--- config.mk ---
export PLATFORM = sky130hd
export DESIGN_NAME = base64_stream_encoder_unit
export DESIGN_NICKNAME = d
export VERILOG_FILES = /design/src/rtl/b64enc_pkg.sv /design/src/rtl/b64enc_front.sv /design/src/rtl/b64enc_queue.sv /design/src/rtl/b64enc_back.sv /design/src/rtl/base64_stream_encoder_unit.sv
export SDC_FILE = /design/constraint.sdc
export NUM_CORES = 1
export LEC_CHECK = 0
export BUFFER_PORTS_ARGS = -buffer_cell sky130_fd_sc_hd__buf_2
export CORE_ASPECT_RATIO = 1.5
export CORE_MARGIN = 2
export CORE_UTILIZATION = 40
export DETAILED_ROUTE_END_ITERATION = 7
export SYNTH_ARGS = -nofsm -noshare
export SYNTH_HDL_FRONTEND = slang
export SYNTH_SLANG_ARGS = --single-unit
export TNS_END_PERCENT = 50
--- constraint.sdc ---
create_clock -name clk -period 3.05 [get_ports clk]
set_input_delay 0.305 -clock clk [delete_from_list [all_inputs] [get_ports clk]]
set_output_delay 0.305 -clock clk [all_outputs]
set_load 0.01 [all_outputs]
--- src/rtl/b64enc_pkg.sv ---
// b64enc_pkg: shared types, constants and the character mapping for the base64 encoder
// used by the front, queue and back modules; no dependencies
`timescale 1ns / 1ps
`default_nettype none

package b64enc_pkg;

	localparam logic [7:0] PAD_CHAR = 8'h3D;

	localparam logic [1:0] PHASE_0 = 2'd0;
	localparam logic [1:0] PHASE_1 = 2'd1;
	localparam logic [1:0] PHASE_2 = 2'd2;

	// one accepted byte turned into its one to four output characters
	typedef struct packed {
		logic [2:0]      count;
		logic            fin;
		logic [3:0][7:0] chars;
	} job_t;

	typedef struct packed {
		logic full;
		logic empty;
	} queue_status_t;

	function automatic logic [7:0] sextet_char(input logic [5:0] v);
		logic [7:0] v8;
		v8 = {2'b00, v};
		if (v < 6'd26)
			sextet_char = v8 + 8'd65;
		else if (v < 6'd52)
			sextet_char = v8 + 8'd71;
		else if (v < 6'd62)
			sextet_char = v8 - 8'd4;
		else if (v == 6'd62)
			sextet_char = 8'h2B;
		else
			sextet_char = 8'h2F;
	endfunction

endpackage

`default_nettype wire

--- src/rtl/b64enc_front.sv ---
// b64enc_front: accepts message bytes, tracks group phase and leftover bits,
// and builds the character job for each byte; depends on b64enc_pkg
`timescale 1ns / 1ps
`default_nettype none

module b64enc_front (
	input  wire logic                 clk,
	input  wire logic                 arst_n,
	input  wire logic                 in_valid,
	input  wire logic [7:0]           data_byte,
	input  wire logic                 final_byte,
	input  wire logic                 queue_full,
	output logic                      in_stall,
	output logic                      push,
	output b64enc_pkg::job_t          job
);

	logic [1:0] phase_q;
	logic [3:0] left_q;
	logic [1:0] phase_eff;
	logic [1:0] phase_nxt;
	logic [3:0] left_nxt;

	assign in_stall = queue_full;
	assign push     = in_valid && !queue_full;

	// an out-of-range phase restarts the group
	assign phase_eff = (phase_q == 2'd3) ? b64enc_pkg::PHASE_0 : phase_q;

	always_comb begin
		job.fin   = final_byte;
		job.chars = '0;
		job.count = 3'd1;
		phase_nxt = b64enc_pkg::PHASE_0;
		left_nxt  = 4'd0;
		unique case (phase_eff)
			b64enc_pkg::PHASE_0: begin
				job.chars[0] = b64enc_pkg::sextet_char(data_byte[7:2]);
				job.chars[1] = b64enc_pkg::sextet_char({data_byte[1:0], 4'd0});
				job.chars[2] = b64enc_pkg::PAD_CHAR;
				job.chars[3] = b64enc_pkg::PAD_CHAR;
				job.count    = final_byte ? 3'd4 : 3'd1;
				phase_nxt    = b64enc_pkg::PHASE_1;
				left_nxt     = {2'b00, data_byte[1:0]};
			end
			b64enc_pkg::PHASE_1: begin
				job.chars[0] = b64enc_pkg::sextet_char({left_q[1:0], data_byte[7:4]});
				job.chars[1] = b64enc_pkg::sextet_char({data_byte[3:0], 2'd0});
				job.chars[2] = b64enc_pkg::PAD_CHAR;
				job.count    = final_byte ? 3'd3 : 3'd1;
				phase_nxt    = b64enc_pkg::PHASE_2;
				left_nxt     = data_byte[3:0];
			end
			default: begin
				job.chars[0] = b64enc_pkg::sextet_char({left_q, data_byte[7:6]});
				job.chars[1] = b64enc_pkg::sextet_char(data_byte[5:0]);
				job.count    = 3'd2;
			end
		endcase
		if (final_byte) begin
			phase_nxt = b64enc_pkg::PHASE_0;
			left_nxt  = 4'd0;
		end
	end

	always_ff @(posedge clk or negedge arst_n) begin
		if (!arst_n) begin
			phase_q <= b64enc_pkg::PHASE_0;
			left_q  <= 4'd0;
		end else if (push) begin
			phase_q <= phase_nxt;
			left_q  <= left_nxt;
		end
	end

endmodule

`default_nettype wire

--- src/rtl/b64enc_queue.sv ---
// b64enc_queue: short fifo of character jobs between the front and back parts
// depends on b64enc_pkg
`timescale 1ns / 1ps
`default_nettype none

module b64enc_queue #(
	parameter int DEPTH = 2
) (
	input  wire logic                      clk,
	input  wire logic                      arst_n,
	input  wire logic                      push,
	input  wire b64enc_pkg::job_t          push_job,
	input  wire logic                      pop,
	output b64enc_pkg::job_t               head_job,
	output b64enc_pkg::queue_status_t      status
);

	localparam int PW = (DEPTH > 1) ? $clog2(DEPTH) : 1;
	localparam int CW = $clog2(DEPTH + 1);
	localparam logic [PW-1:0] LAST_PTR = PW'(DEPTH - 1);
	localparam logic [CW-1:0] FULL_CNT = CW'(DEPTH);

	b64enc_pkg::job_t mem_q [DEPTH];
	logic [PW-1:0] wr_ptr_q;
	logic [PW-1:0] rd_ptr_q;
	logic [CW-1:0] count_q;

	assign status.full  = (count_q == FULL_CNT);
	assign status.empty = (count_q == '0);
	assign head_job     = mem_q[rd_ptr_q];

	always_ff @(posedge clk) begin
		if (push)
			mem_q[wr_ptr_q] <= push_job;
	end

	always_ff @(posedge clk or negedge arst_n) begin
		if (!arst_n) begin
			wr_ptr_q <= '0;
			rd_ptr_q <= '0;
			count_q  <= '0;
		end else begin
			if (push)
				wr_ptr_q <= (wr_ptr_q == LAST_PTR) ? '0 : wr_ptr_q + PW'(1);
			if (pop)
				rd_ptr_q <= (rd_ptr_q == LAST_PTR) ? '0 : rd_ptr_q + PW'(1);
			if (push && !pop)
				count_q <= count_q + CW'(1);
			else if (pop && !push)
				count_q <= count_q - CW'(1);
		end
	end

	a_count_bound: assert property (@(posedge clk) disable iff (!arst_n)
		count_q <= FULL_CNT)
		else $error("queue count above depth");

	a_no_overflow: assert property (@(posedge clk) disable iff (!arst_n)
		status.full && !pop |-> !push)
		else $error("push into full queue");

	a_no_underflow: assert property (@(posedge clk) disable iff (!arst_n)
		status.empty |-> !pop)
		else $error("pop from empty queue");

endmodule

`default_nettype wire

--- src/rtl/b64enc_back.sv ---
// b64enc_back: takes character jobs from the queue and sends one character per
// transaction through a registered output; depends on b64enc_pkg
`timescale 1ns / 1ps
`default_nettype none

module b64enc_back (
	input  wire logic                 clk,
	input  wire logic                 arst_n,
	input  wire logic                 job_valid,
	input  wire b64enc_pkg::job_t     job_in,
	output logic                      job_pop,
	input  wire logic                 out_stall,
	output logic                      out_valid,
	output logic [7:0]                out_char,
	output logic                      message_end
);

	b64enc_pkg::job_t job_q;
	logic [1:0]       idx_q;
	logic             busy_q;
	logic             out_valid_q;
	logic [7:0]       out_char_q;
	logic             message_end_q;
	logic             emit;
	logic             at_last;
	logic             take;

	assign emit    = busy_q && (!out_valid_q || !out_stall);
	assign at_last = ({1'b0, idx_q} == (job_q.count - 3'd1));
	// next job loads in the same cycle the current one sends its last character
	assign take    = job_valid && (!busy_q || (emit && at_last));
	assign job_pop = take;

	assign out_valid   = out_valid_q;
	assign out_char    = out_char_q;
	assign message_end = message_end_q;

	always_ff @(posedge clk or negedge arst_n) begin
		if (!arst_n) begin
			busy_q      <= 1'b0;
			idx_q       <= 2'd0;
			out_valid_q <= 1'b0;
		end else begin
			if (emit)
				out_valid_q <= 1'b1;
			else if (!out_stall)
				out_valid_q <= 1'b0;
			if (take) begin
				busy_q <= 1'b1;
				idx_q  <= 2'd0;
			end else if (emit && at_last) begin
				busy_q <= 1'b0;
			end else if (emit) begin
				idx_q <= idx_q + 2'd1;
			end
		end
	end

	always_ff @(posedge clk) begin
		if (take)
			job_q <= job_in;
		if (emit) begin
			out_char_q    <= job_q.chars[idx_q];
			message_end_q <= job_q.fin && at_last;
		end
	end

endmodule

`default_nettype wire

--- src/rtl/base64_stream_encoder_unit.sv ---
// path: each accepted byte passes the job queue, the back job register, then the output register
// throughput: one byte per cycle into the queue unless it is full; the back part sends
// one character per cycle unless out_stall holds it; bytes yield 1 to 4 characters (~1.33 avg)
// the input stalls only while the job queue is full
// reset: arst_n clears group phase, leftover bits, queue pointers and output valid
// base64_stream_encoder_unit: top level joining front, queue and back; uses b64enc_pkg
`timescale 1ns / 1ps
`default_nettype none

module base64_stream_encoder_unit #(
	parameter int QUEUE_DEPTH = 2
) (
	input  wire logic       clk,
	input  wire logic       arst_n,
	input  wire logic       in_valid,
	output logic            in_stall,
	input  wire logic [7:0] data_byte,
	input  wire logic       final_byte,
	output logic            out_valid,
	input  wire logic       out_stall,
	output logic [7:0]      out_char,
	output logic            message_end
);

	b64enc_pkg::job_t          front_job;
	b64enc_pkg::job_t          head_job;
	b64enc_pkg::queue_status_t q_status;
	logic                      push;
	logic                      pop;

	b64enc_front u_front (
		.clk        (clk),
		.arst_n     (arst_n),
		.in_valid   (in_valid),
		.data_byte  (data_byte),
		.final_byte (final_byte),
		.queue_full (q_status.full),
		.in_stall   (in_stall),
		.push       (push),
		.job        (front_job)
	);

	b64enc_queue #(
		.DEPTH (QUEUE_DEPTH)
	) u_queue (
		.clk      (clk),
		.arst_n   (arst_n),
		.push     (push),
		.push_job (front_job),
		.pop      (pop),
		.head_job (head_job),
		.status   (q_status)
	);

	b64enc_back u_back (
		.clk         (clk),
		.arst_n      (arst_n),
		.job_valid   (!q_status.empty),
		.job_in      (head_job),
		.job_pop     (pop),
		.out_stall   (out_stall),
		.out_valid   (out_valid),
		.out_char    (out_char),
		.message_end (message_end)
	);

endmodule

`default_nettype wire

## After elaboration in Yosys (flattened, before gate mapping)

Memory sizes are Yosys's and may differ from the RTL's. A register that Yosys moved wholly into a read port is not among the register bits.
Cells that the tools add are included.

- Input bits: 13
- Word-level logic and storage cells: 137
- Memories kept: 1
- Bits in writable memories: 64
- Output and inout port bits: 11
- Bits in registers: 39

- Order comparisons: 19
- Mux-type cells: 48
- Eq/ne operators: 10
- Reduce and logical (&&, ||, !) cells: 23
- Add/sub/neg operators: 24

Memories:

| memory | words | width | rd ports | clocked after Yosys merged registers in | wr ports | RTL line | source |
|---|---|---|---|---|---|---|---|
| u_queue.mem_q | 2 | 32 | 1 | 1 | 1 | b64enc_queue.sv:23 | `b64enc_pkg::job_t mem_q [DEPTH];` |

Operator list:

| cell | count |
|---|---|
| 8-bit two-way mux | 19 |
| 6-bit by 7-bit adder with 8-bit output, second input constant | 12 |
| 6-bit less-than comparator, second input constant | 12 |
| 6-bit by 3-bit subtractor with 7-bit output, second input constant | 6 |
| 6-bit by 5-bit less-than comparator with 1-bit output, second input constant | 6 |
| 16-bit one-hot mux with 2 select lines | 1 |
| 6-bit == test, second input constant | 4 |
| 8-bit binary-select mux with 2-bit select | 1 |
| 2-bit two-way mux | 8 |
| 3-bit two-way mux | 5 |
| 6-bit two-way mux | 2 |
| 1-bit two-way mux | 8 |
| 4-bit one-hot mux with 2 select lines | 1 |
| 1-bit logical AND | 7 |
| 1-bit zero test | 7 |
| 3-bit one-hot mux with 2 select lines | 1 |
| 2-bit nonzero test | 3 |
| 2-bit by 1-bit adder with 2-bit output, second input constant | 2 |
| 2-bit == test, second input constant | 2 |
| 2-bit zero test | 2 |
| 4-bit two-way mux | 1 |
| 2-bit one-hot mux with 2 select lines | 1 |
| 2-bit by 3-bit == test with 1-bit output | 1 |
| 2-bit by 3-bit less-than comparator with 1-bit output, second input constant | 1 |
| 9 further kinds | 11 |

## Logic depth before layout (Yosys ltp)

- Word-level depth: 9
- Gate-level depth with buffers: 11
- Gate-level depth less buffers: 11

## By module

Synthesis repeated with hierarchy kept, for this count alone.

- Cell total of the unflattened synthesis: 573
- Area, all modules: 7138.1 um^2

Modules (own cells, without submodules):

| module | cells an instance | area each (um^2) | times used |
|---|---|---|---|
| b64enc_queue | 128 | 2934.1 | 1 |
| b64enc_front | 355 | 2357.3 | 1 |
| b64enc_back | 89 | 1843.0 | 1 |
| base64_stream_encoder_unit | 1 | 3.8 | 1 |

## Worst setup path after synthesis

OpenSTA, ideal clock, no wires.

- Path kind: reg2reg
- Start: register u_back.job_q[33] (netlist name)
- End: register u_queue.count_q[1]
- Cell stages (with the launch flop): 12
- Arrival: 2.453 ns
- Setup time: 0.079 ns
- Setup slack: 0.518 ns
- Path buffers: 0
- Path through: edfxtp_1 -> inv_1 -> ha_1 -> xor2_1 -> nand3_1 -> o21ai_1 -> o21a_1 -> inv_1 -> ha_1 -> xor2_1 -> nor2_1 -> xor2_1

- Cells in the longest elaborated chain, start to end: 8
- Elaborated cells on any way between the ends: 10

RTL lines:

| element | RTL line | source |
|---|---|---|
| 3-bit by 1-bit subtractor with 3-bit output * | b64enc_back.sv:29 | `assign at_last = ({1'b0, idx_q} == (job_q.count - 3'd1));` |
| 2-bit by 3-bit == test with 1-bit output * | b64enc_back.sv:29 |  |
| 1-bit logical AND * | b64enc_back.sv:31 | `assign take = job_valid && (!busy_q \|\| (emit && at_last));` |
| 1-bit logical OR * | b64enc_back.sv:31 |  |
| 1-bit logical AND * | b64enc_back.sv:31 |  |
| net pop | base64_stream_encoder_unit.sv:29 | `logic pop;` |
| 1-bit zero test | b64enc_queue.sv:47 | `if (push && !pop)` |
| 1-bit logical AND | b64enc_queue.sv:47 |  |
| 2-bit two-way mux or 2-bit nonzero test (tied branches) | n/a |  |
| to (signal assigned) | b64enc_queue.sv:48 | `count_q <= count_q + CW'(1);` |
| to (signal assigned) | b64enc_queue.sv:50 | `count_q <= count_q - CW'(1);` |
| to (decl) | b64enc_queue.sv:26 | `logic [CW-1:0] count_q;` |

The timed path passes the listed nets; every way through them passes the cells marked *.
A chain may end at the register's enable or synchronous reset.

==> impl_summary.md <==
Yosys
The net count after synthesis is 525. The share of synthesized flip-flops with an asynchronous set or reset is 0.157. In the synthesized netlist the dominant register cell turns out to be sky130_fd_sc_hd__edfxtp_1.

The cell count after synthesis came out at 489. By area the synthesized netlist is led by sky130_fd_sc_hd__edfxtp_1 43%, sky130_fd_sc_hd__dfrtp_1 6.7%, sky130_fd_sc_hd__ha_1 5.5%, sky130_fd_sc_hd__mux2_2 5.1%, sky130_fd_sc_hd__o21ai_0 3.0%. The share of synthesized area in the top cell type comes to 0.429. In this run, synthesis produced a sequential element count of 89. The number of distinct standard cells referenced by the synthesized netlist is 56. The number of warnings reported in the yosys synthesis log is 0. After synthesis the cells add up to 0.00525 sq mm.

The number of enable-type register cells in the synthesized netlist is 75. The mean post-synth cell area is 10.7 sq um. The biggest area contributor in the post-synthesis netlist is sky130_fd_sc_hd__edfxtp_1. The sequential cell area fraction in the yosys report is 0.496.

Clock tree
The number of buffers created by CTS is 9. The clock net in this run drives a total of 89 sinks. The number of buffers on the longest clock path is 2. Once the clock tree was built, the setup fixing pass inserted 0 buffers. The root cell of the clock tree is sky130_fd_sc_hd__clkbuf_16. The clock-pin slew on the worst setup and hold paths is 0.06 ns. The clock insertion delay at the later pin of the skew report is 0.33 ns. Gates resized during post-CTS repair numbered 0. TritonCTS built the clock tree. The clock tree synthesis step divided the H-tree into 3 levels. The hold-fix buffer count after cts is 1.

Placed design
The count of buffers added on input and output ports is 23. The detailed-placement wirelength estimate is 8990 um. OpenSTA, run right after detailed placement, puts the worst setup slack at 0.494 ns.

The final weighted congestion of routability-driven global placement is 0.963. In this run the cell area measured after placement is 0.00551 sq mm.

Critical path
The top cell family by delay on the critical path is compound AO/OA/AOI/OAI gates. The critical path required time is 3.10 ns. The most used cell along the critical path is sky130_fd_sc_hd__a21oi_1. The critical path goes through inv_1 > ha_1 > a21o_1 > a21oi_1 > a21oi_1 > o311ai_0 > buf_4 > a32oi_1. The cell with the biggest individual delay on the critical path is sky130_fd_sc_hd__dfrtp_1. The kind of end point of the critical path is a flop. The critical setup path kind is reg2reg. Counting buffers and inverters, the worst setup path is 8 cells deep.

Of all nets on the critical path, the largest fanout is 12. The count of buffer and inverter cells on the critical path is 2. The worst setup path is launched from a flop.

The largest single stage delay on the critical path is 0.59 ns. The worst-case reg-to-reg path depth is 8. The data arrival time at the worst-slack endpoint is 2.56 ns.

Die
After floorplanning, the core was sized to cover 0.0129 sq mm. The die span in x is 97.5 um. The starting density of the core is 0.407. The die covers 0.0141 sq mm. In this run the core area contains 51 standard-cell rows. Pin placement for this block handled 24 I/O pins. From bottom edge to top edge, the die measures 144 um.

Flow run
The reported max-cap violation count is 0.

Finish
0 antenna diodes ended up in the layout. The core occupancy in the finished layout is 0.451. The synthesis-to-finish area growth is 10.8%. In the final layout, the share of cells above drive strength 1 is 0.157.

The net count reported at finish is 540. With fillers left out, the area of the finished cells amounts to 0.00582 sq mm.

Global routing
The largest net degree at the start of global routing is 26. The via count of the first global-routing pass is 3,928. The leftover overflow at the end of global routing is 0.

The number of antenna violations at the first check in global routing is 0. The first global-routing pass estimated 19,400 um of wire. For this run, the total global-route usage over all layers was measured as 0.175.

Timing
The count of endpoints failing hold in the final timing report is 0. The transition at the pin with the smallest max-transition slack is 0.948 ns. Static timing analysis puts the maximum clock frequency at 0.398 GHz.

In this run the tightest slew margin relative to its limit is 0.368. The number of failing setup endpoints in the final timing report is 0. The share of the cycle needed by the critical path after routing is 0.824. In the post-route analysis, the smallest setup slack over all paths is 0.538 ns. The aggregate negative setup slack is 0 ns. Setup repair after global routing left no endpoint under its margin. The final count of pins violating max slew is 0. The maximum clock skew at final layout is 0.00643 ns.

For the finished layout, the period the worst path requires is 2.51 ns.

Routing
The via total after detailed routing is 3,915. The average via count per standard cell is 5.86. The detailed-router iteration count before antenna repair is 5. For this block, the initial DRC count from the detailed router was 247.

The residual antenna-violating net count after detailed routing is 0. Summed over all nets, wire length on met2 after detailed routing comes to 6350 um. The routed wire length per instance is 18.0 um. The remaining design rule violation count is 0. Summed over all nets, wire length on met3 after detailed routing comes to 441 um. Signal routing reaches up to met4. After detailed routing, the wire length on met1 is 4640 um. Wires add up to 12,000 um.

Power and ir drop
The power density over cell area is 888 mW/mm^2. The power after layout is 5160 uW. The leakage component of the power is 0.00216 uW. IR analysis of the VDD net gives a maximum drop of 0.350 mV.

Min path
The worst hold path stage count is 3. The worst min-delay path class is in2reg.

Status
The flow ran to the end, and the final reports show no timing, DRC or antenna violations.
power by group:
| part | internal (uW) | total, uW | switching, uW |
|---|---|---|---|
| Clock | 632 | 1060 | 431 |
| Combinational | 768 | 1860 | 1090 |
| Sequential | 1960 | 2240 | 278 |
| Total | 3360 | 5160 | 1800 |
layout make-up:
| cell class | count | area (sq um) |
|---|---|---|
| Clock inverter | 7 | 70.1 |
| Inverter | 25 | 93.8 |
| Tap cell | 159 | 199 |
| Sequential cell | 89 | 2600 |
| Multi-Input combinational cell | 342 | 2400 |
| Timing Repair Buffer | 37 | 223 |
| Fill cell | 1242 | 7070 |
| Clock buffer | 9 | 225 |
through the flow:
stage          std cells  hold WS, ns
2_1_floorplan        489      0.00941
6_report             668        0.216
5_1_grt              668        0.221
3_3_place_gp         651        0.221
4_1_cts              668        0.206
3_5_place_dp         651        0.233
state kept, by name (all words and copies together) (netlist names):
register	cells
u_back.busy_q	1
u_back.idx_q	2
u_back.job_q	22
u_back.message_end	1
u_back.out_char	8
u_back.out_valid	1
u_front.left_q	4
u_front.phase_q	2
u_queue.count_q	2
u_queue.mem_q	44
u_queue.rd_ptr_q	1
u_queue.wr_ptr_q	1
worst reg2reg max path, delay by kind of cell, from the launching register on:
family / cells / cell delay [ns]
compound gates: 5 / 0.97
fa+ha+maj: 1 / 0.27
buf+inv: 2 / 0.39
flops: 1 / 0.59
routing by layer:
layer,global-route usage,up-vias
li1,-,1862
met1,0.184,1895
met2,0.330,118
met3,0.0213,40
met4,0.108,0
met5,0,-
cell families after synthesis:
| group | Yosys count | share of synthesized area |
|---|---|---|
| xor+xnor | 24 | 0.0400 |
| simple gates | 122 | 0.118 |
| flops | 89 | 0.496 |
| compound gates | 141 | 0.178 |
| fa+ha+maj | 23 | 0.0548 |
| mux | 32 | 0.0667 |
| buf+inv | 58 | 0.0470 |
Yosys cell counts (5+ instances only):
cell	number
sky130_fd_sc_hd__a211oi_1	7
sky130_fd_sc_hd__a21o_1	9
sky130_fd_sc_hd__a21oi_1	28
sky130_fd_sc_hd__a31oi_1	11
sky130_fd_sc_hd__buf_2	16
sky130_fd_sc_hd__clkbuf_1	11
sky130_fd_sc_hd__dfrtp_1	14
sky130_fd_sc_hd__edfxtp_1	75
sky130_fd_sc_hd__ha_1	23
sky130_fd_sc_hd__inv_1	23
sky130_fd_sc_hd__mux2_2	24
sky130_fd_sc_hd__mux2i_1	8
sky130_fd_sc_hd__nand2_1	31
sky130_fd_sc_hd__nand2b_1	10
sky130_fd_sc_hd__nand3_1	13
sky130_fd_sc_hd__nand4_1	7
sky130_fd_sc_hd__nor2_1	20
sky130_fd_sc_hd__nor2b_1	6
sky130_fd_sc_hd__nor3_1	11
sky130_fd_sc_hd__o211ai_1	11
sky130_fd_sc_hd__o21ai_0	31
sky130_fd_sc_hd__o31ai_1	5
sky130_fd_sc_hd__or3_1	5
sky130_fd_sc_hd__xnor2_1	14
sky130_fd_sc_hd__xor2_1	10
final timing paths:
check	start	end	slack (ns)
max	u_front.left_q[0]	u_queue.mem_q[1][3]	0.54
min	out_stall	u_back.out_valid	0.22
max reg2reg	u_front.left_q[0]	u_queue.mem_q[1][3]	0.54
min reg2reg	u_back.busy_q	u_back.out_valid	0.48
max in group asynchronous	arst_n	u_back.idx_q[1]	2.38
min in group asynchronous	arst_n	u_queue.wr_ptr_q	0.42
cells in the final DEF, fill, tap and decap left out, types with 3 or more instances in the layout:
cell type,instances
sky130_fd_sc_hd__edfxtp_1,75
sky130_fd_sc_hd__nand2_1,31
sky130_fd_sc_hd__o21ai_0,31
sky130_fd_sc_hd__a21oi_1,28
sky130_fd_sc_hd__mux2_2,24
sky130_fd_sc_hd__inv_1,23
sky130_fd_sc_hd__ha_1,23
sky130_fd_sc_hd__buf_2,23
sky130_fd_sc_hd__nor2_1,19
sky130_fd_sc_hd__xnor2_1,14
sky130_fd_sc_hd__dfrtp_1,14
sky130_fd_sc_hd__nand3_1,13
sky130_fd_sc_hd__buf_4,13
sky130_fd_sc_hd__nor3_1,11
sky130_fd_sc_hd__a31oi_1,11
sky130_fd_sc_hd__o211ai_1,11
sky130_fd_sc_hd__xor2_1,10
sky130_fd_sc_hd__nand2b_1,10
sky130_fd_sc_hd__a21o_1,9
sky130_fd_sc_hd__clkbuf_16,9
sky130_fd_sc_hd__mux2i_1,8
sky130_fd_sc_hd__a211oi_1,7
sky130_fd_sc_hd__nand4_1,7
sky130_fd_sc_hd__nor2b_1,6
sky130_fd_sc_hd__or3_1,5
sky130_fd_sc_hd__o31ai_1,5
sky130_fd_sc_hd__clkinv_1,4
sky130_fd_sc_hd__and2_1,4
sky130_fd_sc_hd__a311oi_1,4
sky130_fd_sc_hd__a221oi_1,4
sky130_fd_sc_hd__a31o_2,4
sky130_fd_sc_hd__o21a_1,3
sky130_fd_sc_hd__nand3b_1,3
sky130_fd_sc_hd__nor3b_1,3
sky130_fd_sc_hd__and3_1,3
sky130_fd_sc_hd__o311ai_0,3
sky130_fd_sc_hd__o2111ai_1,3
sky130_fd_sc_hd__o22ai_1,3
Power figures use the tool's default switching activity.
